File: src/histogram_entropy_core_defines.svh
// Assertion macros for the histogram entropy core.
`ifndef HISTOGRAM_ENTROPY_CORE_DEFINES_SVH
`define HISTOGRAM_ENTROPY_CORE_DEFINES_SVH

// Same-cycle implication, sampled on clk, off while arst_n is low.
`define HEC_ASSERT_IMP(lbl, ante, cons, msg) \
	lbl: assert property (@(posedge clk) disable iff (!arst_n) (ante) |-> (cons)) \
		else $error(msg);

// Next-cycle implication, sampled on clk, off while arst_n is low.
`define HEC_ASSERT_NXT(lbl, ante, cons, msg) \
	lbl: assert property (@(posedge clk) disable iff (!arst_n) (ante) |=> (cons)) \
		else $error(msg);

`endif

File: src/hent_pkg.sv
// Types, constants and helpers shared by the histogram entropy core.
`timescale 1ns / 1ps
package hent_pkg;
	localparam int BIN_COUNT  = 128;
	localparam int MAX_PIXELS = 65536;
	localparam int PIX_W      = 8;
	localparam int OUT_W      = 17;
	localparam int BIN_W      = $clog2(BIN_COUNT);
	localparam int CNT_W      = $clog2(MAX_PIXELS + 1);
	localparam int FRAC_W     = 24;
	localparam int EXP_W      = $clog2(CNT_W);
	localparam int LOG_W      = EXP_W + FRAC_W;
	localparam int MANT_W     = 32;
	localparam int ITER_W     = $clog2(FRAC_W);
	localparam int ACC_W      = CNT_W + LOG_W;
	localparam int DIV_W      = (ACC_W > LOG_W + OUT_W) ? ACC_W : LOG_W + OUT_W;
	localparam int DCNT_W     = $clog2(DIV_W);
	localparam int Q_DEPTH    = 4;
	localparam int QPTR_W     = $clog2(Q_DEPTH);
	localparam int ONE_Q16    = 65536;

	// Output scale: bin count is a power of two, so log2 of it is the integer LB_INT.
	// round(H * 2^16 / (LB_INT * 2^24)) = floor((H + LB_INT * 2^7) / 2^8) / LB_INT
	localparam int LB_INT  = $clog2(BIN_COUNT);
	localparam int SCL_SH  = FRAC_W - 16;
	localparam int SCL_RND = LB_INT << (SCL_SH - 1);
	localparam int SCL_W   = LOG_W + 1 - SCL_SH;
	// reciprocal of LB_INT, exact floor for every SCL_W-bit operand
	localparam int RCP_SH  = 25;
	localparam int RCP     = ((1 << RCP_SH) + LB_INT - 1) / LB_INT;
	localparam int RCP_W   = $clog2(RCP + 1);
	localparam int SPROD_W = SCL_W + RCP_W;

	localparam logic [BIN_W-1:0] BIN_LAST = BIN_W'(BIN_COUNT - 1);

	typedef struct packed {
		logic [PIX_W-1:0] pixel;
		logic             last_pixel;
	} pixel_item_t;

	typedef struct packed {
		logic [OUT_W-1:0] entropy_norm;
		logic [OUT_W-1:0] pixel_total;
		logic             overflowed;
	} result_t;

	// One queued item: optional bin increment plus region close info.
	typedef struct packed {
		logic             inc;
		logic [BIN_W-1:0] bin;
		logic             last;
		logic [CNT_W-1:0] total;
		logic             dropped;
	} hent_entry_t;

	localparam int BPROD_W = PIX_W + BIN_W + 1;

	function automatic logic [BIN_W-1:0] bin_of(input logic [PIX_W-1:0] pix);
		logic [BPROD_W-1:0] prod;
		logic [BIN_W:0]     b;
		prod = BPROD_W'(pix) * BPROD_W'(BIN_COUNT);
		b = prod[BPROD_W-1:PIX_W];
		if (b > (BIN_W + 1)'(BIN_COUNT - 1)) b = (BIN_W + 1)'(BIN_COUNT - 1);
		return b[BIN_W-1:0];
	endfunction
endpackage

File: src/hent_front.sv
// Front end: accepts pixels, counts them against capacity, builds queue items.
`timescale 1ns / 1ps
module hent_front (
	input  logic                 clk,
	input  logic                 arst_n,
	input  logic                 start,
	input  hent_pkg::pixel_item_t item,
	input  logic                 q_full,
	output logic                 push,
	output hent_pkg::hent_entry_t entry
);
	import hent_pkg::*;

	logic [CNT_W-1:0] seen_q;
	logic             drop_q;
	logic             accept;
	logic             room;

	assign accept = start && !q_full;
	assign room   = seen_q < CNT_W'(MAX_PIXELS);

	always_comb begin
		entry.inc     = room;
		entry.bin     = bin_of(item.pixel);
		entry.last    = item.last_pixel;
		entry.total   = seen_q + CNT_W'(room);
		entry.dropped = drop_q | !room;
	end

	assign push = accept && (room || item.last_pixel);

	always_ff @(posedge clk or negedge arst_n) begin
		if (!arst_n) begin
			seen_q <= '0;
			drop_q <= 1'b0;
		end else if (accept) begin
			if (item.last_pixel) begin
				seen_q <= '0;
				drop_q <= 1'b0;
			end else begin
				seen_q <= entry.total;
				drop_q <= entry.dropped;
			end
		end
	end
endmodule

File: config.mk
export PLATFORM = sky130hd
export DESIGN_NAME = hent_front
export DESIGN_NICKNAME = d
export VERILOG_FILES = /design/src/histogram_entropy_core_defines.svh /design/src/hent_pkg.sv /design/src/hent_front.sv
export SDC_FILE = /design/constraint.sdc
export NUM_CORES = 1
export LEC_CHECK = 0
export BUFFER_PORTS_ARGS = -buffer_cell sky130_fd_sc_hd__buf_2
export CAP_MARGIN = 25
export CORE_UTILIZATION = 30
export DETAILED_ROUTE_END_ITERATION = 8
export GPL_TIMING_DRIVEN = 0
export PLACE_DENSITY = 0.59
export SLEW_MARGIN = 20
export SYNTH_ARGS = -nofsm -noshare
export SYNTH_HDL_FRONTEND = slang
export SYNTH_SLANG_ARGS = --single-unit
File: constraint.sdc
create_clock -name clk -period 1.6 [get_ports clk]
set_input_delay 0.08 -clock clk [delete_from_list [all_inputs] [get_ports clk]]
set_output_delay 0.08 -clock clk [all_outputs]
set_load 0.01 [all_outputs]
# After elaboration in Yosys (flattened, before gate mapping)
# Cells that the tools add are included.
[op_classes]
n_addsub = 1
magnitude_cmp = 2
mux = 3
bitwise = 1
n_reduce_logical = 5
[op_table]
columns = ["cell", "n"]
rows = [
  ["17-bit by 1-bit adder with 17-bit output", 1],
  ["17-bit less-than comparator (second input constant)", 1],
  ["17-bit two-way mux", 1],
  ["7-bit greater-than comparator (second input constant)", 1],
  ["7-bit two-way mux", 1],
  ["1-bit logical AND", 2],
  ["1-bit zero test", 2],
  ["1-bit logical OR", 1],
  ["1-bit two-way mux", 1],
  ["1-bit OR", 1],
]
[totals]
register_bits = 18
input_bits = 13

# Depth between registers and ports, before layout
[depth]
word_depth = 4
ltp_mapped = 8

# Least setup slack after synthesis
# OpenSTA, ideal clock, no wires.
[synth_timing]
path_type = "register to register"
from = "reg seen_q[16]"
to = "reg seen_q[16]"
arrival_time_ns = 1.616
required_ns = 1.480
path_slack_ns = -0.135
stages_incl_launch_ff = 8
path_cell_list = "dfrtp_1 -> inv_1 -> ha_1 -> ha_1 -> nand3_1 -> nor4_4 -> mux2i_1 -> nand2_1"
[synth_via]
elab_chain_cells = 3
[synth_rtl]
columns = ["element", "line", "text"]
rows = [
  ["start, declared", "hent_front.sv:14", "logic [CNT_W-1:0] seen_q;"],
  ["start signal, assigned", "hent_front.sv:41", "seen_q <= entry.total;"],
  ["17-bit less-than comparator", "hent_front.sv:20", "assign room = seen_q < CNT_W'(MAX_PIXELS);"],
  ["named net room", "hent_front.sv:17", "logic room;"],
  ["17-bit by 1-bit adder with 17-bit output", "hent_front.sv:26", "entry.total = seen_q + CNT_W'(room);"],
  ["17-bit two-way mux", "hent_front.sv:37", "if (item.last_pixel) begin"],
]
# The timed path passes the listed nets, and every way through them passes these cells.
# A chain may end at the register's enable or synchronous reset.

==> run_results.csv <==
group,metric,value,unit
global_routing,antenna_found_initial,0,
logic_synthesis,yosys.cell_types.count,33,
drt,vias_per_cell,5.05,
timing,setup_ws,-284,ps
worst_setup_path,cp.arrival,1800,ps
hold_path,hp-class,"in2reg",
logic_synthesis,syn_area,0.00133,mm^2
global_routing,overflow,0,
drt,drt_iter0_drc,47,
hold_path,hold_start,"item[0]",
logic_synthesis,synthArstFlopShare,100,%
timing,worstMarginPinSlew,602,ps
logic_synthesis,synthMostInstantiatedCell,"dfrtp_1",
drt,postRouteWirelength,3460,um
timing,hold_viol_final,0,
drt,via_count,1268,
layout,nFillCells,391,
timing,setup_violations,17,
pwr,power,1190,uW
outcome,outcome,"finished, violations left",
floorplan,fp.dieW,68.6,um
timing,slew-limit-headroom,59.9,%
global_routing,grt_pass1_vias,1074,
cts,h-tree-depth,1,
floorplan,chipHeight,68.6,um
placement,gp_routability_congestion,0.809,
flow_run,max_cap_viol_count,0,
pwr,p_leak,0.000952,uW
placement,portBuffers,31,
layout,area_growth,49.9,%
outcome,failed_checks,"setup timing",
timing,holdWs,73.7,ps
layout,final_cells,251,
timing,tns,-2910,ps
worst_setup_path,crit_required,1520,ps
logic_synthesis,seq_area_frac_synth,33.9,%
floorplan,start_util,32.3,%
drt,routedWlPerCell,13.8,um
pwr,powerDensity,595,mW/mm^2
cts,clockRootBuffer,"clkbuf_8",
logic_synthesis,syn_avg_cell_area,9.11,um^2
floorplan,die-area,0.00470,mm^2
logic_synthesis,synth_top_area_share,33.9,%
layout,nNetsFinal,218,
drt,drc,0,
cts,clockBufferDepth,2,
timing,rsz0062_at_grt,"true",
drt,firstDrtPassIters,5,
worst_setup_path,cp_max_fo,6,
logic_synthesis,ys_ff_latch,18,
worst_setup_path,start_kind,"flop",
cts,cts_tree,"yes",
global_routing,grt_pass1_wl,5190,um
floorplan,boundaryPins,41,
logic_synthesis,syn-instance-count,146,
cts,cts_sinks,18,
floorplan,rows,23,
cts,clk_pin_slew,80,ps
worst_setup_path,r2r-start,"seen_q[0]$_DFFE_PN0P_",
worst_setup_path,r2r_end,"seen_q[8]$_DFFE_PN0P_",
timing,drv_slew,0,
layout,num_antenna_cells,0,
layout,layout-drive-gt1-share,48.8,%
placement,dp.cells,227,
cts,insertion_delay,260,ps
logic_synthesis,synth_area_leaders,"dfrtp_1, xnor2_1, o31ai_1",
worst_setup_path,path_class,"reg2out",
logic_synthesis,synth_commonest_cells,"dfrtp_1, xnor2_1, o21ai_0",
timing,clock.fmax,531,MHz
global_routing,track_usage,15.0,%
logic_synthesis,synth-main-ff-cell,"dfrtp_1",
placement,dp_hpwl,2280,um
drt,antenna_left,0,
timing,fin_skew,9.34,ps
logic_synthesis,synth_edf_count,0,
logic_synthesis,yosys_warnings,0,
timing,finalCritPeriodShare,118,%
worst_setup_path,r2r_cells,9,
logic_synthesis,synth_fp_nets,162,
hold_path,hold_path_end,"seen_q[15]$_DFFE_PN0P_",
global_routing,grt_max_degree,19,
worst_setup_path,crit_path_end_kind,"output pin",
logic_synthesis,synth_largest_area_cell,"dfrtp_1",
placement,pre_cts_slack,-192,ps
cts,numCtsBuffers,3,
hold_path,min_path_cells,2,
timing,period_needed,1880,ps
floorplan,coreArea,0.00412,mm^2
worst_setup_path,reg2reg_slack,-110,ps
pwr,vdd_ir_drop_max,0.270,mV
-- logic make-up (layout without fill, tap and decap cells) --
kind of cell | count (synthesis) | after routing | share of synthesized area, %
flops | 18 | 18 | 33.9
compound gates | 37 | 37 | 18.5
fa+ha+maj | 3 | 3 | 2.82
mux | 1 | 1 | 0.753
simple gates | 45 | 45 | 22.9
xor+xnor | 15 | 15 | 9.88
buf+inv | 27 | 82 | 11.3
-- how the worst max path moves through the flow --
stage	startpoint	endpoint	slack, ps	depth (start not counted)
after global routing	seen_q[16]$_DFFE_PN0P_	entry[16]	-400	8
final	seen_q[0]$_DFFE_PN0P_	entry[9]	-280	8
after CTS	seen_q[16]$_DFFE_PN0P_	entry[11]	-300	8
after floorplan	seen_q[16]$_DFFE_PN0P_	entry[11]	20	7
after detailed placement	seen_q[16]$_DFFE_PN0P_	entry[11]	-190	8
after global placement	seen_q[16]$_DFFE_PN0P_	entry[11]	-190	8
-- metal layers --
metal | GRT usage, % | wire length (um) | vias up
met4 | 4.69 | 40 | 0
met1 | 20.7 | 1550 | 586
li1 | - | - | 636
met3 | 2.47 | 182 | 4
met2 | 23.5 | 1680 | 42
met5 | 0 | 0 | -
-- critical path: stages, from the launching register on --
cell and delay, ps:
dfrtp_2 450, ha_4 180, ha_4 150, and3_4 200, buf_4 140, buf_6 120
nand2_4 60, xnor2_2 100, buf_2 140
-- report_power, final --
| group | leakage [uW] | total [uW] | switching, uW | internal (uW) |
|---|---|---|---|---|
| Sequential | 0.000237 | 515 | 35.1 | 480 |
| Combinational | 0.000686 | 289 | 145 | 144 |
| Clock | 0.0000288 | 382 | 163 | 219 |
| Total | 0.000952 | 1190 | 344 | 843 |
-- placed cells by master, fill, tap and decap left out, types with 3 or more instances in the layout --
master | netlist | routed
a41oi_1 | 3 | 3
nand2_1 | 10 | 8
nand2b_1 | 3 | 3
o21ai_1 | 0 | 7
clkbuf_8 | 0 | 4
nand3_1 | 7 | 3
buf_2 | 6 | 34
nand4_1 | 7 | 7
nand3_4 | 0 | 3
buf_6 | 3 | 10
dfrtp_1 | 18 | 16
xnor2_1 | 13 | 9
nor4_4 | 3 | 3
a31oi_1 | 4 | 3
nor2_1 | 6 | 6
o31ai_1 | 10 | 9
buf_4 | 5 | 18
clkbuf_1 | 10 | 10
xnor2_2 | 0 | 4
o21ai_0 | 12 | 4
ha_4 | 0 | 3
-- stage by stage --
step                utilization, %  cell area [um^2]
floorplan                        -              1330
global placement              37.6              1550
detailed placement            37.6              1550
CTS                           43.0              1770
global route                  48.4              1990
finish                        48.4              1990
-- sequential cells by signal, summed over array words and instances (netlist names) --
name    cells
drop_q      1
seen_q     17
-- cell type report --
class	count	area [um^2]	share of cell area (%)
buffer	23	143	7.16
sequential	18	453	22.7
tap	50	62.6	3.14
clock buffer	4	55.1	2.76
timing repair buffer	52	338	16.9
inverter	3	11.3	0.565
multi-input combinational	101	931	46.7
-- timing repair --
action | CTS | global route
resized for setup | 19 | 35
buffers inserted | 9 | 13
hold endpoints to repair | 18 | 0
hold buffers | 1 | 0
endpoints found under the setup margin | 24 | 25
pin swaps | 9 | 15
Power figures use the tool's default switching activity.
