==> src/histogram_entropy_core_defines.svh <==
// Assertion macros for the histogram entropy core.
`ifndef HISTOGRAM_ENTROPY_CORE_DEFINES_SVH
`define HISTOGRAM_ENTROPY_CORE_DEFINES_SVH

// Same-cycle implication, sampled on clk, off while arst_n is low.
`define HEC_ASSERT_IMP(lbl, ante, cons, msg) \
	lbl: assert property (@(posedge clk) disable iff (!arst_n) (ante) |-> (cons)) \
		else $error(msg);

// Next-cycle implication, sampled on clk, off while arst_n is low.
`define HEC_ASSERT_NXT(lbl, ante, cons, msg) \
	lbl: assert property (@(posedge clk) disable iff (!arst_n) (ante) |=> (cons)) \
		else $error(msg);

`endif

==> src/hent_pkg.sv <==
// Types, constants and helpers shared by the histogram entropy core.
`timescale 1ns / 1ps
package hent_pkg;
	localparam int BIN_COUNT  = 128;
	localparam int MAX_PIXELS = 65536;
	localparam int PIX_W      = 8;
	localparam int OUT_W      = 17;
	localparam int BIN_W      = $clog2(BIN_COUNT);
	localparam int CNT_W      = $clog2(MAX_PIXELS + 1);
	localparam int FRAC_W     = 24;
	localparam int EXP_W      = $clog2(CNT_W);
	localparam int LOG_W      = EXP_W + FRAC_W;
	localparam int MANT_W     = 32;
	localparam int ITER_W     = $clog2(FRAC_W);
	localparam int ACC_W      = CNT_W + LOG_W;
	localparam int DIV_W      = (ACC_W > LOG_W + OUT_W) ? ACC_W : LOG_W + OUT_W;
	localparam int DCNT_W     = $clog2(DIV_W);
	localparam int Q_DEPTH    = 4;
	localparam int QPTR_W     = $clog2(Q_DEPTH);
	localparam int ONE_Q16    = 65536;

	// Output scale: bin count is a power of two, so log2 of it is the integer LB_INT.
	// round(H * 2^16 / (LB_INT * 2^24)) = floor((H + LB_INT * 2^7) / 2^8) / LB_INT
	localparam int LB_INT  = $clog2(BIN_COUNT);
	localparam int SCL_SH  = FRAC_W - 16;
	localparam int SCL_RND = LB_INT << (SCL_SH - 1);
	localparam int SCL_W   = LOG_W + 1 - SCL_SH;
	// reciprocal of LB_INT, exact floor for every SCL_W-bit operand
	localparam int RCP_SH  = 25;
	localparam int RCP     = ((1 << RCP_SH) + LB_INT - 1) / LB_INT;
	localparam int RCP_W   = $clog2(RCP + 1);
	localparam int SPROD_W = SCL_W + RCP_W;

	localparam logic [BIN_W-1:0] BIN_LAST = BIN_W'(BIN_COUNT - 1);

	typedef struct packed {
		logic [PIX_W-1:0] pixel;
		logic             last_pixel;
	} pixel_item_t;

	typedef struct packed {
		logic [OUT_W-1:0] entropy_norm;
		logic [OUT_W-1:0] pixel_total;
		logic             overflowed;
	} result_t;

	// One queued item: optional bin increment plus region close info.
	typedef struct packed {
		logic             inc;
		logic [BIN_W-1:0] bin;
		logic             last;
		logic [CNT_W-1:0] total;
		logic             dropped;
	} hent_entry_t;

	localparam int BPROD_W = PIX_W + BIN_W + 1;

	function automatic logic [BIN_W-1:0] bin_of(input logic [PIX_W-1:0] pix);
		logic [BPROD_W-1:0] prod;
		logic [BIN_W:0]     b;
		prod = BPROD_W'(pix) * BPROD_W'(BIN_COUNT);
		b = prod[BPROD_W-1:PIX_W];
		if (b > (BIN_W + 1)'(BIN_COUNT - 1)) b = (BIN_W + 1)'(BIN_COUNT - 1);
		return b[BIN_W-1:0];
	endfunction
endpackage

==> src/hent_queue.sv <==
// Short queue between the front end and the histogram back end.
`timescale 1ns / 1ps
module hent_queue (
	input  logic                  clk,
	input  logic                  arst_n,
	input  logic                  push,
	input  hent_pkg::hent_entry_t wr_entry,
	input  logic                  pop,
	output hent_pkg::hent_entry_t head,
	output logic                  full,
	output logic                  empty
);
	import hent_pkg::*;

	hent_entry_t       slot_q [Q_DEPTH];
	logic [QPTR_W-1:0] wr_ptr_q;
	logic [QPTR_W-1:0] rd_ptr_q;
	logic [QPTR_W:0]   count_q;

	assign full  = count_q == (QPTR_W + 1)'(Q_DEPTH);
	assign empty = count_q == '0;
	assign head  = slot_q[rd_ptr_q];

	always_ff @(posedge clk) begin
		if (push) slot_q[wr_ptr_q] <= wr_entry;
	end

	always_ff @(posedge clk or negedge arst_n) begin
		if (!arst_n) begin
			wr_ptr_q <= '0;
			rd_ptr_q <= '0;
			count_q  <= '0;
		end else begin
			if (push) wr_ptr_q <= wr_ptr_q + 1'b1;
			if (pop) rd_ptr_q <= rd_ptr_q + 1'b1;
			count_q <= count_q + (QPTR_W + 1)'(push) - (QPTR_W + 1)'(pop);
		end
	end
endmodule

==> config.mk <==
export PLATFORM = sky130hd
export DESIGN_NAME = hent_queue
export DESIGN_NICKNAME = d
export VERILOG_FILES = /design/src/histogram_entropy_core_defines.svh /design/src/hent_pkg.sv /design/src/hent_queue.sv
export SDC_FILE = /design/constraint.sdc
export NUM_CORES = 1
export LEC_CHECK = 0
export ABC_AREA = 0
export BUFFER_PORTS_ARGS = -buffer_cell sky130_fd_sc_hd__buf_4
export CAP_MARGIN = 15
export CORE_UTILIZATION = 61
export DETAILED_ROUTE_END_ITERATION = 8
export GPL_TIMING_DRIVEN = 0
export PLACE_DENSITY = 0.9
export SLEW_MARGIN = 20
export SYNTH_ARGS = -nofsm -noshare
export SYNTH_HDL_FRONTEND = slang
export SYNTH_SLANG_ARGS = --single-unit
==> constraint.sdc <==
create_clock -name clk -period 4.7 [get_ports clk]
set_clock_uncertainty 0.2 [all_clocks]
set_input_delay 0.47 -clock clk [delete_from_list [all_inputs] [get_ports clk]]
set_output_delay 0.47 -clock clk [all_outputs]
set_load 0.005 [all_outputs]
# After elaboration in Yosys (flattened, before gate mapping)
# Memories as Yosys holds them, arrays and structs flattened.
# Index checks and enable logic that the tools add are counted.
[totals] out_inout_bits=29 inputBits=31 memories=1 elab_cells=12 register_bits=7 ramBits=108
[classes] n_eq_ne=1 reduce_logical=1 addsub=4 n_mux=2
[memory_table] name="slot_q" words=4 word_bits=27 read_ports=1 rd_ports_with_merged_regs=0 wr=1 line="hent_queue.sv:15" source="hent_entry_t slot_q [Q_DEPTH];"
[op_table] op="$add 2x1->2 const B" n=2
[op_table] op="$add 3x1->3" n=1
[op_table] op="$eq 3x3->1 const B" n=1
[op_table] op="$logic_not 3->1" n=1
[op_table] op="$sub 3x1->3" n=1
[op_table] op="$mux 1" n=2

# Longest topological paths before layout
# Gate-level depths: netlist (run 1).
[depth] ltp_word=2 depth_mapped=7 depth_no_buf=7

# Least setup slack after synthesis (run 1)
# OpenSTA, ideal clock, no wires.
[synth_timing] path_type="reg2reg" start="register wr_ptr_q[0]" end="memory slot_q[0][0] (netlist name), enable pin" path_stages_with_launch=4 synth_period_minus_slack_ns=1.884 setup_slack_ns=2.816 path_buffers=0 required_time_ns=4.114 setup_ns=0.386 arrival_ns=1.298 path_cell_list="dfrtp_1 inv_1 ha_1 and2_1"
[synth_rtl] item="start, declared" line="hent_queue.sv:16" source="logic [QPTR_W-1:0] wr_ptr_q;"
[synth_rtl] item="start signal, assigned" line="hent_queue.sv:34" source="if (push) wr_ptr_q <= wr_ptr_q + 1'b1;"
[synth_rtl] item="end, declared" line="hent_queue.sv:15"
# Straight into the memory's write port.

==> run summary, run 1 <==
Status
• **run status** complete, no violations

Clocking
• **CTS root buffer** sky130_fd_sc_hd__clkbuf_8
• **TritonCTS clock tree** built
• **CTS H-tree lvls** 4
• **clock-pin slew reported for the worst setup and hold paths after clock tree synthesis** 0.05 ns
• **post-CTS setup repair buffer count** 0
• **Resized cells post-CTS** 0
• **hold buffer count at CTS** 30
• **clock latency at the later pin of the worst-skew pair** 0.51 ns
• **clk sinks** 115
• **CTS Buf Count** 17
• **maximum clock insertion buffer count** 2

Floorplanning
• **starting utilization of the core area** 63.2%
• **boundary pin count** 60
• **horizontal extent of the die** 85.9 um
• **die span in y** 85.9 um
• **Core Rows** 30
• **area of the placeable core** 0.00679 sq mm
• **area of the die** 0.00738 sq mm

Timing
• **final sum of negative setup slack** 0 ns
• **final hold viol count** 0
• **part of the cycle the worst path needs** 56.6%
• **Max Slew Vio Count** 0
• **slew at the pin closest to its max-slew limit** 0.737 ns
• **Setup violations, final** 0
• **min cycle time layout** 2.66 ns
• **unrepaired setup endpoints after global routing** false
• **PnR worst setup slack** 2.04 ns
• **highest achievable clock rate** 376 MHz
• **worst hold slack across all endpoints** 0.122 ns
• **Max transition margin** 50.9%

Place
• **I/O Buffers** 59
• **dpl hpwl** 4250 um
• **placed instance count** 330
• **GP Congestion** 0.658
• **pre-CTS worst setup slack** 2.60 ns

Worst setup path
• **launching point of the worst reg2reg path** wr_ptr_q[0]
• **cell repeated most along the worst path** sky130_fd_sc_hd__buf_2
• **slowest stage cell, crit path** sky130_fd_sc_hd__mux4_2
• **CP max stage delay** 0.39 ns
• **arrival time at the worst endpoint** 1.99 ns
• **critical path's top delay family** buffers and inverters
• **critical path depth in cells** 4
• **path depth of the worst reg2reg path** 3
• **crit path launch type** flip-flop
• **Critical Path End Type** output pin
• **reg-to-reg endpoint** slot_q[0][12]
• **Critical path destination** head[20]
• **Max FO, Critical Path** 10
• **beginning of the critical path** rd_ptr_q[1]
• **Req. time, crit path** 4.03 ns
• **cells along the critical path** buf_2, buf_2, mux4_2, buf_4
• **Worst Path Buf+Inv** 3
• **worst reg-to-reg setup slack** 2.84 ns
• **critical path start-end classification** reg -> out

Logic synthesis
• **syn_area_per_cell** 24.5 sq um
• **netlist area before placement** 0.00429 sq mm
• **count of different cell masters after synthesis** 18
• **Seq/Total Area, Yosys** 79.6%
• **Post-Synthesis Cells** 175
• **nets in the synthesized netlist** 213
• **number of storage elements in the synthesis netlist** 115
• **yosys warns** 0

Cells and area
• **Non-Filler Instances** 392
• **number of fill cells** 262
• **nets** 321
• **share of post-route cells with drive strength above 1** 42.6%
• **sequential standard cell area** 0.00342 sq mm
• **final antenna diode count** 0
• **combined area of the multi-input logic cells** 805 sq um
• **final cell utilization of the core** 85.9%
• **most common library cell in the layout ignoring fill and taps** sky130_fd_sc_hd__edfxtp_1
• **leading cell types in the layout, fill and taps excluded** sky130_fd_sc_hd__edfxtp_1 (108), sky130_fd_sc_hd__buf_4 (60), sky130_fd_sc_hd__dlygate4sd3_1 (30)
• **area added between synthesis and finish** 36.0%

GRT
• **number of antenna violations at the first check in global routing** 0
• **via count of the first global-routing pass** 2281
• **sum of overflow across all layers after global routing** 0
• **maximum number of pins on one net before global-route repair** 28
• **overall track demand over capacity in global routing** 25.7%
• **first-pass GRT wire length** 12700 um

Run
• **number of maximum-capacitance violations** 0

Route
• **Via-to-Cell Ratio** 5.55
• **Final Routed Wirelength** 8400 um
• **DRC viols** 0
• **detailed-route wire length per cell** 21.4 um
• **Iter 0 DRT Violations** 180
• **number of nets with antenna violations after detailed routing** 0
• **routed via count** 2177
• **drt pass-1 iters** 4

Power
• **Pleak** 2.13 nW
• **power density over cell area** 665 mW/mm^2
• **IR Drop Worst-Case VDD** 410 uV

Min path
• **Worst Hold Class** in -> async

==> report_power, final <==
part | switching [mW] | internal (mW) | total, mW
sequential | 0.0690 | 1.35 | 1.42
combinational | 0.454 | 0.544 | 0.998
clock | 0.447 | 1.02 | 1.47
total | 0.970 | 2.92 | 3.89
==> worst min-delay path by stage <==
stage,from,to,depth (start not counted)
finish,arst_n,count_q[0],2
global route,arst_n,count_q[0],2
CTS,arst_n,count_q[1],2
detailed placement,arst_n,count_q[0],1
global placement,arst_n,count_q[0],1
floorplan,arst_n,count_q[0],0
==> flip-flops by register name, indices dropped and copies added, names as in the netlist <==
name / flops
slot_q: 108
count_q: 3
rd_ptr_q: 2
wr_ptr_q: 2
==> cell families (layout without fill, tap and decap cells) <==
| kind of cell | after synthesis | after routing | share of synthesized area (%) |
|---|---|---|---|
| xor gates and xnor gates | 5 | 5 | 1.02 |
| DFF | 115 | 115 | 79.6 |
| muxes | 27 | 27 | 14.2 |
| and+or+nand+nor | 8 | 8 | 1.02 |
| AOI/OAI and AO/OA | 1 | 1 | 0.116 |
| adders and majority gates | 7 | 7 | 2.21 |
| buffers and inverters | 12 | 133 | 1.78 |
==> layout make-up <==
cell class,count,area share (%)
sequential,115,58.5
multi-input combinational,48,13.8
timing repair buffer,89,12.7
clock buffer,18,7.16
clock inverter,14,4.44
tap,96,2.06
buffer,6,0.921
inverter,6,0.386
==> metal layers <==
layer | up-vias | global-route usage (%) | share of wire (%)
met4 | 0 | 13.6 | 2.7
met3 | 19 | 7.03 | 5.5
met1 | 1119 | 34.3 | 41
li1 | 943 | - | -
met2 | 96 | 39.3 | 51
met5 | - | 0 | 0
==> metrics by stage <==
step	power, mW	cell area [sq um]
final	3.89	5840
after global routing	4.03	5840
after global placement	2.36	4860
after detailed placement	2.40	4860
after floorplan	1.98	4290
after CTS	3.91	5840
==> synth_stat cells, drive strengths merged <==
cell | number | area share, %
edfxtp | 108 | 76
xnor2 | 3 | 0.61
fa | 1 | 0.47
inv | 6 | 0.52
o21ai | 1 | 0.12
nor3 | 1 | 0.12
nand2 | 2 | 0.17
and3 | 1 | 0.15
buf | 6 | 1.3
and2 | 4 | 0.58
xor2 | 2 | 0.41
mux4 | 27 | 14
ha | 6 | 1.7
dfrtp | 7 | 4.1
==> worst reg2reg max path: stages, from the launching register on <==
cell                      delay [ns]
sky130_fd_sc_hd__dfrtp_1        0.42
sky130_fd_sc_hd__inv_1          0.10
sky130_fd_sc_hd__ha_1           0.14
sky130_fd_sc_hd__and2_2         0.62
(Power assumes the default switching activity.)
==> run 2: changes to the inputs <==
--- a/config.mk
+++ b/config.mk
@@ -8,10 +8,10 @@
 export ABC_AREA = 0
 export BUFFER_PORTS_ARGS = -buffer_cell sky130_fd_sc_hd__buf_4
 export CAP_MARGIN = 15
-export CORE_UTILIZATION = 61
+export CORE_UTILIZATION = 56
 export DETAILED_ROUTE_END_ITERATION = 8
 export GPL_TIMING_DRIVEN = 0
-export PLACE_DENSITY = 0.9
+export PLACE_DENSITY = 0.84
 export SLEW_MARGIN = 20
 export SYNTH_ARGS = -nofsm -noshare
 export SYNTH_HDL_FRONTEND = slang
==> constraint.sdc (replaced) <==
create_clock -name clk -period 2.46 [get_ports clk]
set_clock_uncertainty 0.2 [all_clocks]
set_input_delay 0.246 -clock clk [delete_from_list [all_inputs] [get_ports clk]]
set_output_delay 0.246 -clock clk [all_outputs]
set_load 0.005 [all_outputs]
==> run summary, run 2 (synthesis results as in run 1) <==
Status
• **run status** complete, no violations

Timing
• **unrepaired setup endpoints after global routing** false
• **Max transition margin** 49.8%
• **slew at the pin closest to its max-slew limit** 0.753 ns
• **min cycle time layout** 2.36 ns
• **Setup violations, final** 0
• **Max Slew Vio Count** 0
• **worst hold slack across all endpoints** 0.298 ns
• **part of the cycle the worst path needs** 96.0%
• **highest achievable clock rate** 423 MHz
• **final sum of negative setup slack** 0 ns
• **final hold viol count** 0

Route
• **Via-to-Cell Ratio** 5.35
• **drt pass-1 iters** 4
• **top routing layer in use** met4
• **routed via count** 2118
• **total length of routed met2 wires** 3970 um
• **Iter 0 DRT Violations** 131
• **M1 wire length** 3120 um
• **detailed-route wire length per cell** 18.9 um
• **Final Routed Wirelength** 7470 um
• **detailed route wirelength on metal3** 286 um
• **number of nets with antenna violations after detailed routing** 0
• **DRC viols** 0

Clocking
• **CTS root buffer** sky130_fd_sc_hd__clkbuf_8
• **CTS H-tree lvls** 4
• **TritonCTS clock tree** built
• **maximum clock insertion buffer count** 2
• **CTS Buf Count** 17
• **clock latency at the later pin of the worst-skew pair** 0.49 ns
• **clock-pin slew reported for the worst setup and hold paths after clock tree synthesis** 0.05 ns
• **post-CTS setup repair buffer count** 0
• **clk sinks** 115

Cells and area
• **combined area of the multi-input logic cells** 805 sq um
• **number of fill cells** 356
• **area added between synthesis and finish** 33.7%
• **max reg flops** 108
• **share of post-route cells with drive strength above 1** 40.7%
• **nets** 322
• **Top reg by flops** slot_q
• **final antenna diode count** 0
• **sequential standard cell area** 0.00342 sq mm
• **most common library cell in the layout ignoring fill and taps** sky130_fd_sc_hd__edfxtp_1
• **biggest regs** slot_q: 108 flops, count_q: 3 flops
• **leading cell types in the layout, fill and taps excluded** sky130_fd_sc_hd__edfxtp_1 (108), sky130_fd_sc_hd__buf_4 (60), sky130_fd_sc_hd__dlygate4sd3_1 (31)
• **total non-filler cell area in the finished layout** 0.00574 sq mm

Floorplanning
• **die span in y** 89.6 um
• **starting utilization of the core area** 58.6%
• **horizontal extent of the die** 89.6 um
• **area of the placeable core** 0.00733 sq mm
• **area of the die** 0.00802 sq mm
• **boundary pin count** 60
• **Core Rows** 31

Worst setup path
• **crit path launch type** flip-flop
• **reg-to-reg endpoint** slot_q[0][1]
• **path depth of the worst reg2reg path** 3
• **Critical Path End Type** output pin
• **critical path start-end classification** reg -> out
• **launching point of the worst reg2reg path** wr_ptr_q[0]
• **worst reg-to-reg setup slack** 0.56 ns
• **Max FO, Critical Path** 10
• **arrival time at the worst endpoint** 1.92 ns
• **Req. time, crit path** 2.01 ns
• **beginning of the critical path** rd_ptr_q[0]

Place
• **GP Congestion** 0.684
• **dpl hpwl** 4270 um
• **standard cell area after detailed placement** 0.00487 sq mm
• **I/O Buffers** 59

GRT
• **maximum number of pins on one net before global-route repair** 28
• **sum of overflow across all layers after global routing** 0
• **number of antenna violations at the first check in global routing** 0
• **overall track demand over capacity in global routing** 21.1%
• **first-pass GRT wire length** 11400 um
• **via count of the first global-routing pass** 2209

Power
• **IR Drop Worst-Case VDD** 765 uV
• **power density over cell area** 1200 mW/mm^2
• **Pleak** 2.10 nW

Min path
• **min-delay src** pop
• **Hold Path End** rd_ptr_q[0]
• **number of cells traversed by the worst hold path** 3
• **Worst Hold Class** in -> reg

Run
• **number of maximum-capacitance violations** 0

## run 2: changes by cell type in the layout (fill, tap and decap cells not counted)
cell / previous run / this run
sky130_fd_sc_hd__clkinv_2: 2 / 4
sky130_fd_sc_hd__buf_2: 3 / 2
sky130_fd_sc_hd__clkbuf_4: 0 / 1
sky130_fd_sc_hd__clkinvlp_4: 4 / 1
sky130_fd_sc_hd__bufinv_16: 7 / 3
sky130_fd_sc_hd__clkinv_1: 0 / 4
sky130_fd_sc_hd__dlygate4sd3_1: 30 / 31
sky130_fd_sc_hd__clkbuf_1: 1 / 2
## run 2: cell type report
type	count	area share (%)
inverters	6	0.392
flip-flops and latches	115	59.5
repair buffers	90	13.1
well taps	99	2.16
plain buffers	6	0.981
clock buffers	19	7.34
multi-input cells	48	14.0
clock inverters	13	2.46
## run 2: stage by stage
step / cells / util, % / worst slack, ns / power, mW
4_1_cts: 396 / 78.3 / 0.0634 / 6.95
3_5_place_dp: 333 / 66.4 / 0.578 / 4.61
5_1_grt: 396 / 78.3 / 0.00298 / 7.20
6_report: 396 / 78.3 / 0.0975 / 6.87
3_3_place_gp: 333 / 66.3 / 0.115 / 4.53
2_1_floorplan: 175 / - / 0.576 / 3.79
## run 2: power by group
group / internal, mW / total [mW] / switching, mW / leakage [nW]
combinational: 1.04 / 1.89 / 0.844 / 0.747
clock: 1.52 / 2.29 / 0.769 / 0.275
sequential: 2.59 / 2.70 / 0.115 / 1.07
## run 2: worst max path at each step
stage,end,depth (start not counted)
after floorplan,slot_q[0][0],3
after global placement,slot_q[1][14],3
after detailed placement,slot_q[0][10],3
after CTS,head[22],4
after global routing,head[17],4
final,head[24],4
## run 2: what timing repair did
action / in CTS / in global routing
setup endpoints to repair: 0 / 1
hold endpoints to repair: 120 / 0
gates resized for setup: 0 / 1
hold buffers: 31 / 0
## run 2: layer usage
layer	track usage [%]	vias to the layer above
li1	-	953
met1	25.8	1084
met2	35.1	71
met3	7.11	10
met4	8.37	0
met5	0	-
## run 2: critical path: stages (launching register included)
cell,delay [ns]
sky130_fd_sc_hd__dfrtp_1,0.38
sky130_fd_sc_hd__buf_6,0.21
sky130_fd_sc_hd__buf_12,0.17
sky130_fd_sc_hd__mux4_2,0.51
sky130_fd_sc_hd__buf_4,0.15
